<file path="src/kvpt_pkg.sv">
// kvpt_pkg: shared types, character codes and helpers for the key/value tokenizer
// no dependencies; imported by kvpt_core, key_value_param_tokenizer_top and tb
`timescale 1ns / 1ps
`default_nettype none

package kvpt_pkg;

    typedef enum logic [2:0] {
        ST_BEFORE_NAME  = 3'd0,
        ST_IN_NAME      = 3'd1,
        ST_AFTER_NAME   = 3'd2,
        ST_BEFORE_VALUE = 3'd3,
        ST_VAL_DQ       = 3'd4,
        ST_VAL_SQ       = 3'd5,
        ST_VAL_UNQ      = 3'd6,
        ST_STOPPED      = 3'd7
    } parse_state_t;

    typedef enum logic [1:0] {
        ROLE_NONE  = 2'd0,
        ROLE_NAME  = 2'd1,
        ROLE_VALUE = 2'd2
    } role_t;

    localparam logic [7:0] CH_EQUALS    = 8'h3d;
    localparam logic [7:0] CH_DQUOTE    = 8'h22;
    localparam logic [7:0] CH_SQUOTE    = 8'h27;
    localparam logic [7:0] CH_CR        = 8'h0d;
    localparam logic [7:0] CH_LF        = 8'h0a;
    localparam logic [7:0] CH_SPACE     = 8'h20;
    localparam logic [7:0] CH_TAB       = 8'h09;
    localparam logic [7:0] CH_VT        = 8'h0b;
    localparam logic [7:0] CH_FF        = 8'h0c;
    localparam logic [7:0] SEP_DEFAULT  = 8'h3b;

    typedef struct packed {
        logic [7:0] out_byte;
        role_t      role;
        logic       pair_done;
    } kvpt_result_t;

    function automatic logic is_space(input logic [7:0] c);
        is_space = (c == CH_SPACE) || (c == CH_TAB) || (c == CH_LF) ||
                   (c == CH_VT) || (c == CH_FF) || (c == CH_CR);
    endfunction

endpackage

`default_nettype wire

</file>
<file path="src/key_value_param_tokenizer_top.sv">
// key_value_param_tokenizer_top: byte-stream tokenizer for name=value lists
// depends on kvpt_pkg and kvpt_core
//
//   channel  | direction | handshake           | payload
//   ---------+-----------+---------------------+----------------------------
//   in       | sink      | in_valid/in_ready   | in_byte[7:0], last_byte
//   out      | source    | out_valid/out_ready | out_byte[7:0], role[1:0], pair_done
//   cfg      | sink      | cfg_wr_en           | cfg_wr_data[7:0] (separator)
//
// one beat in, one beat out; each result is registered in the result register, or in
// the skid entry while it is held; the parse step is combinational logic between the
// state and result registers, so one byte can be taken per cycle while in_ready is high
// a two-entry output buffer (result register plus skid) keeps in_ready high while one
// result waits; in_ready drops only when both entries are full
// reset: parse state to before-name, separator to ';', output buffer empty
`timescale 1ns / 1ps
`default_nettype none

module key_value_param_tokenizer_top
    import kvpt_pkg::*;
(
    input  wire logic        clk,
    input  wire logic        rst_n,
    input  wire logic        cfg_wr_en,
    input  wire logic [7:0]  cfg_wr_data,
    input  wire logic        in_valid,
    output logic             in_ready,
    input  wire logic [7:0]  in_byte,
    input  wire logic        last_byte,
    output logic             out_valid,
    input  wire logic        out_ready,
    output logic [7:0]       out_byte,
    output logic [1:0]       role,
    output logic             pair_done
);

    logic [7:0]   separator_reg;
    parse_state_t state_reg;
    parse_state_t state_next;
    kvpt_result_t step_result;

    kvpt_result_t main_reg;
    logic         main_valid_reg;
    kvpt_result_t skid_reg;
    logic         skid_valid_reg;

    logic in_beat;
    logic out_beat;

    assign in_ready = !skid_valid_reg;
    assign in_beat  = in_valid && in_ready;
    assign out_beat = main_valid_reg && out_ready;

    kvpt_core u_core (
        .in_byte    (in_byte),
        .last_byte  (last_byte),
        .separator  (separator_reg),
        .state      (state_reg),
        .state_next (state_next),
        .result     (step_result)
    );

    always_ff @(posedge clk or negedge rst_n)
    begin
        if (!rst_n)
            separator_reg <= SEP_DEFAULT;
        else if (cfg_wr_en)
            separator_reg <= cfg_wr_data;
    end

    always_ff @(posedge clk or negedge rst_n)
    begin
        if (!rst_n)
            state_reg <= ST_BEFORE_NAME;
        else if (in_beat)
            state_reg <= state_next;
    end

    // output buffer control
    always_ff @(posedge clk or negedge rst_n)
    begin
        if (!rst_n)
        begin
            main_valid_reg <= 1'b0;
            skid_valid_reg <= 1'b0;
        end
        else
        begin
            if (!main_valid_reg || out_ready)
            begin
                main_valid_reg <= skid_valid_reg || in_beat;
                skid_valid_reg <= 1'b0;
            end
            else if (in_beat)
            begin
                skid_valid_reg <= 1'b1;
            end
        end
    end

    // output buffer payload
    always_ff @(posedge clk)
    begin
        if (!main_valid_reg || out_ready)
        begin
            if (skid_valid_reg)
                main_reg <= skid_reg;
            else if (in_beat)
                main_reg <= step_result;
        end
        else if (in_beat)
        begin
            skid_reg <= step_result;
        end
    end

    assign out_valid = main_valid_reg;
    assign out_byte  = main_reg.out_byte;
    assign role      = main_reg.role;
    assign pair_done = main_reg.pair_done;

    // skid entry only fills behind a held result
    a_skid_behind_main: assert property (@(posedge clk) disable iff (!rst_n)
        skid_valid_reg |-> main_valid_reg)
        else $error("skid entry valid without result entry");

    // a waiting skid entry moves up when the result is taken
    a_skid_moves_up: assert property (@(posedge clk) disable iff (!rst_n)
        (skid_valid_reg && out_ready) |=> (main_valid_reg && !skid_valid_reg))
        else $error("skid entry lost on output beat");

    // end of string returns the parser to the start
    a_last_resets_state: assert property (@(posedge clk) disable iff (!rst_n)
        (in_beat && last_byte) |=> (state_reg == ST_BEFORE_NAME))
        else $error("parser not at start after final byte");

    // stopped state holds until the final byte
    a_stopped_holds: assert property (@(posedge clk) disable iff (!rst_n)
        (in_beat && !last_byte && state_reg == ST_STOPPED) |=> (state_reg == ST_STOPPED))
        else $error("parser left stopped state early");

    // an accepted beat always produces a result
    a_beat_gives_result: assert property (@(posedge clk) disable iff (!rst_n)
        in_beat |=> main_valid_reg)
        else $error("accepted beat produced no result");

endmodule

`default_nettype wire

</file>
<file path="src/kvpt_core.sv">
// kvpt_core: combinational parse step, one byte against the current parse state
// depends on kvpt_pkg
`timescale 1ns / 1ps
`default_nettype none

module kvpt_core
    import kvpt_pkg::*;
(
    input  wire logic [7:0]   in_byte,
    input  wire logic         last_byte,
    input  wire logic [7:0]   separator,
    input  wire parse_state_t state,
    output parse_state_t      state_next,
    output kvpt_result_t      result
);

    logic is_sep;
    logic is_eol;
    logic is_ws;
    logic close_quote;

    assign is_sep = (in_byte == separator);
    assign is_eol = (in_byte == CH_CR) || (in_byte == CH_LF);
    assign is_ws  = is_space(in_byte);
    assign close_quote = ((state == ST_VAL_DQ) && (in_byte == CH_DQUOTE)) ||
                         ((state == ST_VAL_SQ) && (in_byte == CH_SQUOTE));

    // state reached by this byte before the end-of-string flush
    parse_state_t step_state;

    always_comb
    begin
        step_state = state;
        if (state == ST_STOPPED)
        begin
            step_state = ST_STOPPED;
        end
        else if (is_eol)
        begin
            step_state = ST_STOPPED;
        end
        else
        begin
            unique case (state)
                ST_BEFORE_NAME:
                begin
                    if (!is_sep && !is_ws)
                        step_state = ST_IN_NAME;
                end
                ST_IN_NAME:
                begin
                    priority if (!is_ws && in_byte != CH_EQUALS && !is_sep)
                        step_state = ST_IN_NAME;
                    else if (in_byte == CH_EQUALS)
                        step_state = ST_BEFORE_VALUE;
                    else if (is_sep)
                        step_state = ST_BEFORE_NAME;
                    else
                        step_state = ST_AFTER_NAME;
                end
                ST_AFTER_NAME:
                begin
                    if (in_byte == CH_EQUALS)
                        step_state = ST_BEFORE_VALUE;
                end
                ST_BEFORE_VALUE:
                begin
                    if (!is_ws)
                    begin
                        priority if (in_byte == CH_DQUOTE)
                            step_state = ST_VAL_DQ;
                        else if (in_byte == CH_SQUOTE)
                            step_state = ST_VAL_SQ;
                        else
                            step_state = ST_VAL_UNQ;
                    end
                end
                ST_VAL_DQ, ST_VAL_SQ, ST_VAL_UNQ:
                begin
                    if (is_sep || close_quote)
                        step_state = ST_BEFORE_NAME;
                end
                default:
                begin
                    step_state = ST_STOPPED;
                end
            endcase
        end
    end

    // next state: end of string always returns to the start
    always_comb
    begin
        if (last_byte)
            state_next = ST_BEFORE_NAME;
        else
            state_next = step_state;
    end

    // outputs
    always_comb
    begin
        result.out_byte  = in_byte;
        result.role      = ROLE_NONE;
        result.pair_done = 1'b0;
        if (state == ST_STOPPED)
        begin
            result.role = ROLE_NONE;
        end
        else if (is_eol)
        begin
            result.pair_done = (state != ST_BEFORE_NAME);
        end
        else
        begin
            unique case (state)
                ST_BEFORE_NAME:
                begin
                    if (!is_sep && !is_ws)
                        result.role = ROLE_NAME;
                end
                ST_IN_NAME:
                begin
                    priority if (!is_ws && in_byte != CH_EQUALS && !is_sep)
                        result.role = ROLE_NAME;
                    else if (in_byte == CH_EQUALS)
                        result.pair_done = 1'b0;
                    else if (is_sep)
                        result.pair_done = 1'b1;
                    else
                        result.pair_done = 1'b0;
                end
                ST_AFTER_NAME:
                begin
                    result.role = ROLE_NONE;
                end
                ST_BEFORE_VALUE:
                begin
                    if (!is_ws && in_byte != CH_DQUOTE && in_byte != CH_SQUOTE)
                        result.role = ROLE_VALUE;
                end
                ST_VAL_DQ, ST_VAL_SQ, ST_VAL_UNQ:
                begin
                    if (is_sep || close_quote)
                        result.pair_done = 1'b1;
                    else
                        result.role = ROLE_VALUE;
                end
                default:
                begin
                    result.role = ROLE_NONE;
                end
            endcase
        end
        // flush a pending pair at the end of the string
        if (last_byte && step_state != ST_STOPPED && step_state != ST_BEFORE_NAME)
            result.pair_done = 1'b1;
    end

endmodule

`default_nettype wire

</file>
<file path="config.mk">
export PLATFORM = sky130hd
export DESIGN_NAME = key_value_param_tokenizer_top
export DESIGN_NICKNAME = d
export VERILOG_FILES = /design/src/kvpt_pkg.sv /design/src/key_value_param_tokenizer_top.sv /design/src/kvpt_core.sv
export SDC_FILE = /design/constraint.sdc
export NUM_CORES = 1
export LEC_CHECK = 0
export ABC_AREA = 1
export ABC_CLOCK_PERIOD_IN_PS = 1700
export BUFFER_PORTS_ARGS = -buffer_cell sky130_fd_sc_hd__clkbuf_2
export CORE_UTILIZATION = 50
export DETAILED_ROUTE_END_ITERATION = 6
export PLACE_DENSITY = 0.82
export SETUP_SLACK_MARGIN = 0.4
export SLEW_MARGIN = 20
export SYNTH_ARGS = -nofsm -noshare
export SYNTH_HDL_FRONTEND = slang
export SYNTH_SLANG_ARGS = --single-unit
export TNS_END_PERCENT = 50
</file>
<file path="constraint.sdc">
create_clock -name clk -period 1.7 [get_ports clk]
set_input_delay 0.425 -clock clk [delete_from_list [all_inputs] [get_ports clk]]
set_output_delay 0.425 -clock clk [all_outputs]
set_load 0.1 [all_outputs]
</file>
==> flow_metrics.tcl, run 1 <==
set metrics [dict create \
    status "finished, violations left" \
    violations "setup timing" \
    grt_pass1_wl_mm 7.900 \
    synthTopCellsByArea "edfxtp_1 (35%), nand2_1 (13%), dfrtp_1 (11%), dfstp_2 (6.9%), nor2_1 (4.5%)" \
    maxCapViolations 0 \
    critPathRequiredTime_ns 1.73 \
    fp.dieW_um 63.68 \
    ir_drop_v 0.0006031 \
    rsz0062_at_grt "yes" \
    cts_buffer_depth 2 \
    clk_pin_slew_ns 0.07 \
    min_period_ns 1.940 \
    fillers 251 \
    cp-start-kind "register" \
    fp-row-count 22 \
    final_common_cell "nand2_1" \
    clock_skew_ns 0.008429 \
    routedWlPerCell_um 13.71 \
    syn_area_um2 1902 \
    reg2reg_to "pair_done" \
    final_cell_mix "nand2_1 (58), buf_4 (30), edfxtp_1 (22)" \
    yosysWarnings 0 \
    drv_slew 0 \
    async_flop_share_pct 37.14 \
    hp-class "input pin to asynchronous set/reset pin" \
    crit_start "separator_reg[4]" \
    final_nets 318 \
    yosys_most_used_dff "edfxtp_1" \
    synthCells 223 \
    totalWireLength_mm 4.731 \
    fmax_mhz 515.4 \
    dieArea_um2 4055 \
    ys_types 25 \
    dp_slack_ns -0.3324 \
    dr.pass1.iters 4 \
    die_h_um 63.68 \
    viasPerCell 4.983 \
    yosysSeqAreaShare_pct 52.17 \
    relSlewSlack_pct 76.23 \
    cellPowerDensity_nw_per_um2 865.6 \
    path_class "register to register" \
    antenna_left 0 \
    regArea_um2 996.0 \
    endpoint_kind "register" \
    worstReg2RegStart "separator_reg[4]" \
    first_iter_violations 70 \
    synth_top_area_share_pct 34.74 \
    hold_violations 0 \
    syn_area_per_cell_um2 8.528 \
    portBuffers 34 \
    finalSetupViolations 7 \
    rrSetupSlack_ns -0.24 \
    netlist.top_cell.by_area "edfxtp_1" \
    cp_max_fo 6 \
    cts.sinks 35 \
    cts-hold-fix-buffers 0 \
    worst_slew_pin_slew_ns 0.3557 \
    gp_congestion 0.8635 \
    ys_seq_elements 35 \
    highest-signal-layer "met4" \
    synth_edf_count 22 \
    reg2reg_depth 12 \
    gr-usage-all-layers_pct 26.10 \
    cp.arrival_ns 1.97 \
    multiInputGateArea_um2 918.4 \
    core-area_um2 3661 \
    fin_total_pwr_w 0.002504 \
    htreeDepth 2 \
    n_antenna_cell 0 \
    timing.final.ws_setup_ns -0.2403 \
    drive_gt1_share_pct 48.15 \
    hpwl_mm 3.116 \
    largest_reg_flops 11 \
    wl_met3_um 216 \
    start_util_pct 51.95 \
    p_leak_nw 1.363 \
    grt_max_degree 20 \
    first_global_vias 1711 \
    overflow 0 \
    m1WireLength_mm 2.054 \
    drc 0 \
    clkLatencyLatePin_ns 0.28 \
    clockRootBuffer "clkbuf_8" \
    antenna_found_initial 0 \
    area_delta_synth_final_pct 52.11 \
    cts_tree "done" \
    period_share_pct 114.1 \
    boundaryPins 35 \
    vias 1719 \
    dr_wl_met2_mm 2.364 \
    cts_buffers 5 \
    syn_nets 245 \
]
## cell type report
type	instances	share of cell area [%]
repair buffers	69	24.74
flip-flops and latches	35	34.43
well taps	48	2.076
clock inverters	2	0.2595
clock buffers	6	2.509
inverters	31	4.239
multi-input cells	154	31.75
## power by group
part	total, W	switching (W)	internal [W]
registers	0.00106	0.0000535	0.00101
logic	0.000887	0.000530	0.000357
clock network	0.000556	0.000277	0.000279
total	0.00250	0.000860	0.00164
## critical path, stage by stage (launching register included)
cell,delay (ns)
dfstp_2,0.56
xnor2_2,0.12
nand2_2,0.09
nor2_4,0.15
nand2_4,0.10
nand3_2,0.11
nand3_2,0.11
nor2_4,0.12
nand3_2,0.10
nand2_2,0.07
nand2_2,0.05
nand2_2,0.07
nand2_2,0.05
## synthesized netlist by cell type (4+ instances only)
cell type,instances
dfstp_2,5
nor2_1,23
nand3_1,10
xnor2_1,4
dfrtp_1,8
nor2_2,6
inv_2,10
edfxtp_1,22
mux2_2,4
o21ai_0,14
nand2_2,8
nand2_1,66
inv_1,21
## logic make-up (layout without fill, tap and decap cells)
family	after synthesis	count (layout)	share of synthesized area (%)
flops	35	35	52.17
xor+xnor	4	4	1.842
mux	4	4	2.368
simple gates	125	125	31.05
compound gates	21	21	5.855
buf+inv	34	108	6.711
## timing repair
item / in CTS / in global routing
pin swaps: 7 / 14
cloned: 0 / 0
resized for setup: 51 / 16
setup buffers: 5 / 4
endpoints found under the setup margin: 33 / 44
## per-layer routing
| metal | vias up | track usage, % |
|---|---|---|
| met5 | - | 0 |
| met4 | 0 | 10.51 |
| met3 | 13 | 4.348 |
| met2 | 56 | 42.42 |
| met1 | 787 | 34.43 |
| li1 | 863 | - |
## worst max-delay path by stage
stage	slack (ns)	end	cells past startpoint
floorplan	-0.04	pair_done	14
global placement	-0.34	pair_done	17
detailed placement	-0.33	pair_done	17
CTS	-0.16	pair_done	14
global route	-0.33	pair_done	14
finish	-0.24	pair_done	12
## metrics by stage
stage / instances / setup TNS, ns / instance area [um2] / utilization [%] / hold WS [ns]
6_report: 345 / -0.7940 / 2893 / 79.02 / 0.01962
2_1_floorplan: 223 / -0.04164 / 1947 / - / 0.1294
3_3_place_gp: 328 / -1.045 / 2376 / 64.90 / 0.3279
3_5_place_dp: 328 / -1.100 / 2376 / 64.90 / 0.3308
4_1_cts: 341 / -0.2639 / 2789 / 76.18 / 0.02829
5_1_grt: 345 / -1.412 / 2893 / 79.02 / 0.04445
No activity file was read; power rests on OpenSTA's default activity.
==> run 2, diff against run 1 <==
Settings changed: ABC_CLOCK_PERIOD_IN_PS 1700 to 1990, CORE_UTILIZATION 50 to 52, PLACE_DENSITY 0.82 to 0.81, REMOVE_ABC_BUFFERS set to 1.
Clock period 1.7 ns to 1.99 ns, I/O delays scaled along.
==> run 2 against run 1 <==
The run now ends clean. Largest power group unchanged. Sequential share of layout area rose by 7.1 points. Critical path type unchanged. Count of clock-buffer cells in the layout fell by 1. Critical path depth grew 2. Clock power is 5.8% lower. Register-to-register slack improved by 0.37 ns. Critical endpoint unchanged.
==> flow_metrics.tcl, run 2 (synthesized netlist as in run 1, its figures left out) <==
set metrics [dict create \
    status "finished, final reports clean" \
    fillers 284 \
    grt_pass1_wl_mm 6.651 \
    clkLatencyLatePin_ns 0.35 \
    totalWireLength_mm 3.799 \
    routedWlPerCell_um 11.76 \
    portBuffers 34 \
    antenna_left 0 \
    cts_buffer_depth 2 \
    multiInputGateArea_um2 828.3 \
    final_nets 298 \
    regArea_um2 993.5 \
    die_h_um 62.48 \
    cp-start-kind "register" \
    rsz0062_at_grt "yes" \
    cts-hold-fix-buffers 0 \
    post-route-cell-area_um2 2390 \
    gp_congestion 0.9171 \
    fmax_mhz 537.3 \
    clk_pin_slew_ns 0.12 \
    dr.pass1.iters 4 \
    seqPwrFrac_pct 44.4 \
    htreeDepth 2 \
    p_sw_share_pct 34.90 \
    min_period_ns 1.861 \
    p_switching_w 0.0006952 \
    cts.sinks 35 \
    start_util_pct 55.68 \
    worstReg2RegStart "separator_reg[4]" \
    core-area_um2 3416 \
    p_clk_share_pct 26.3 \
    tns_ns 0 \
    vias 1614 \
    critPathRequiredTime_ns 2.11 \
    clockRootBuffer "clkbuf_4" \
    cts_buffers 5 \
    fp.dieW_um 62.48 \
    n_antenna_cell 0 \
    relSlewSlack_pct 64.30 \
    grt_max_degree 21 \
    dieArea_um2 3903 \
    period_share_pct 93.52 \
    hold_violations 0 \
    worst_slew_pin_slew_ns 0.5378 \
    path_class "register to register" \
    boundaryPins 35 \
    gr-usage-all-layers_pct 22.17 \
    final_common_cell "nand2_1" \
    final_cell_mix "nand2_1 (64), clkbuf_2 (27), nor2_1 (23)" \
    drv_slew 0 \
    dpl_cell_area_um2 2231 \
    hold_ws_ns 0.01016 \
    cp.arrival_ns 1.98 \
    crit_start "separator_reg[4]" \
    hpwl_mm 2.840 \
    overflow 0 \
    pwr-share-comb_pct 29.3 \
    area_delta_synth_final_pct 25.66 \
    p_leak_nw 1.154 \
    utilization_pct 69.96 \
    first_global_vias 1492 \
    cellPowerDensity_nw_per_um2 833.6 \
    ir_drop_v 0.0005341 \
    viasPerCell 4.997 \
    antenna_found_initial 0 \
    cp_max_fo 2 \
    intPower_w 0.001297 \
    first_iter_violations 46 \
    clock_skew_ns 0.009356 \
    drc 0 \
    largest_reg_flops 11 \
    cts_tree "done" \
    drive_gt1_share_pct 38.27 \
    finalSetupViolations 0 \
    endpoint_kind "register" \
    fp-row-count 21 \
    maxCapViolations 0 \
    hp-class "input pin to asynchronous set/reset pin" \
]
run 2: final cells by class:
class / count / share of cell area [%]
flip-flops and latches: 35 / 41.57
multi-input cells: 154 / 34.66
repair buffers: 49 / 13.09
inverters: 31 / 4.869
well taps: 46 / 2.408
clock inverters: 3 / 1.832
clock buffers: 5 / 1.571
run 2: worst paths after layout:
check | endpoint | slack [ns] | depth (start not counted)
max in group asynchronous | separator_reg[0] | 1.68 | 1
min in group clk | separator_reg[5] | 0.34 | 3
hold reg to reg | separator_reg[5] | 0.51 | 2
hold / removal | skid_valid_reg | 0.01 | 1
setup / recovery | pair_done | 0.13 | 14
setup reg to reg | pair_done | 0.13 | 14
run 2: critical path, stage by stage (launching register included):
cell     delay [ns]
dfstp_2        0.56
xnor2_1        0.11
nand2_1        0.10
nor2_4         0.14
nand3_2        0.13
nand2_2        0.08
inv_2          0.03
nand2_2        0.05
nand2_2        0.06
nor2_4         0.09
nand3_2        0.08
nand2_2        0.07
nand2_2        0.05
nand2_1        0.05
nand2_1        0.04
run 2: power groups by stage:
stage	Sequential [W]	Clock, W	Combinational [W]
4_1_cts	0.000883	0.000530	0.000565
5_1_grt	0.000892	0.000560	0.000632
6_report	0.000884	0.000524	0.000584
3_5_place_dp	0.000899	0	0.000531
3_3_place_gp	0.000897	0	0.000522
2_1_floorplan	0.00108	0	0.000204
run 2: per-layer routing:
| layer | routed length, um | vias up | global-route usage [%] |
|---|---|---|---|
| met5 | 0 | - | 0 |
| met4 | 95 | 0 | 9.593 |
| met3 | 251 | 11 | 5.839 |
| met2 | 1759 | 63 | 34.24 |
| met1 | 1693 | 720 | 29.40 |
| li1 | - | 820 | - |
run 2: metrics by stage:
stage                     setup WS (ns)  power (W)  instances
after floorplan                 -0.3546   0.001286        220
after global placement         -0.07955   0.001419        313
after detailed placement        -0.1259   0.001430        313
after CTS                        0.1597   0.001978        323
after global routing            0.02563   0.002085        323
final                            0.1289   0.001992        323
run 2: what timing repair did:
item / in CTS / in global routing
pin swaps: 4 / 2
resized for setup: 10 / 9
setup endpoints to repair: 19 / 17
buffers inserted: 2 / 0
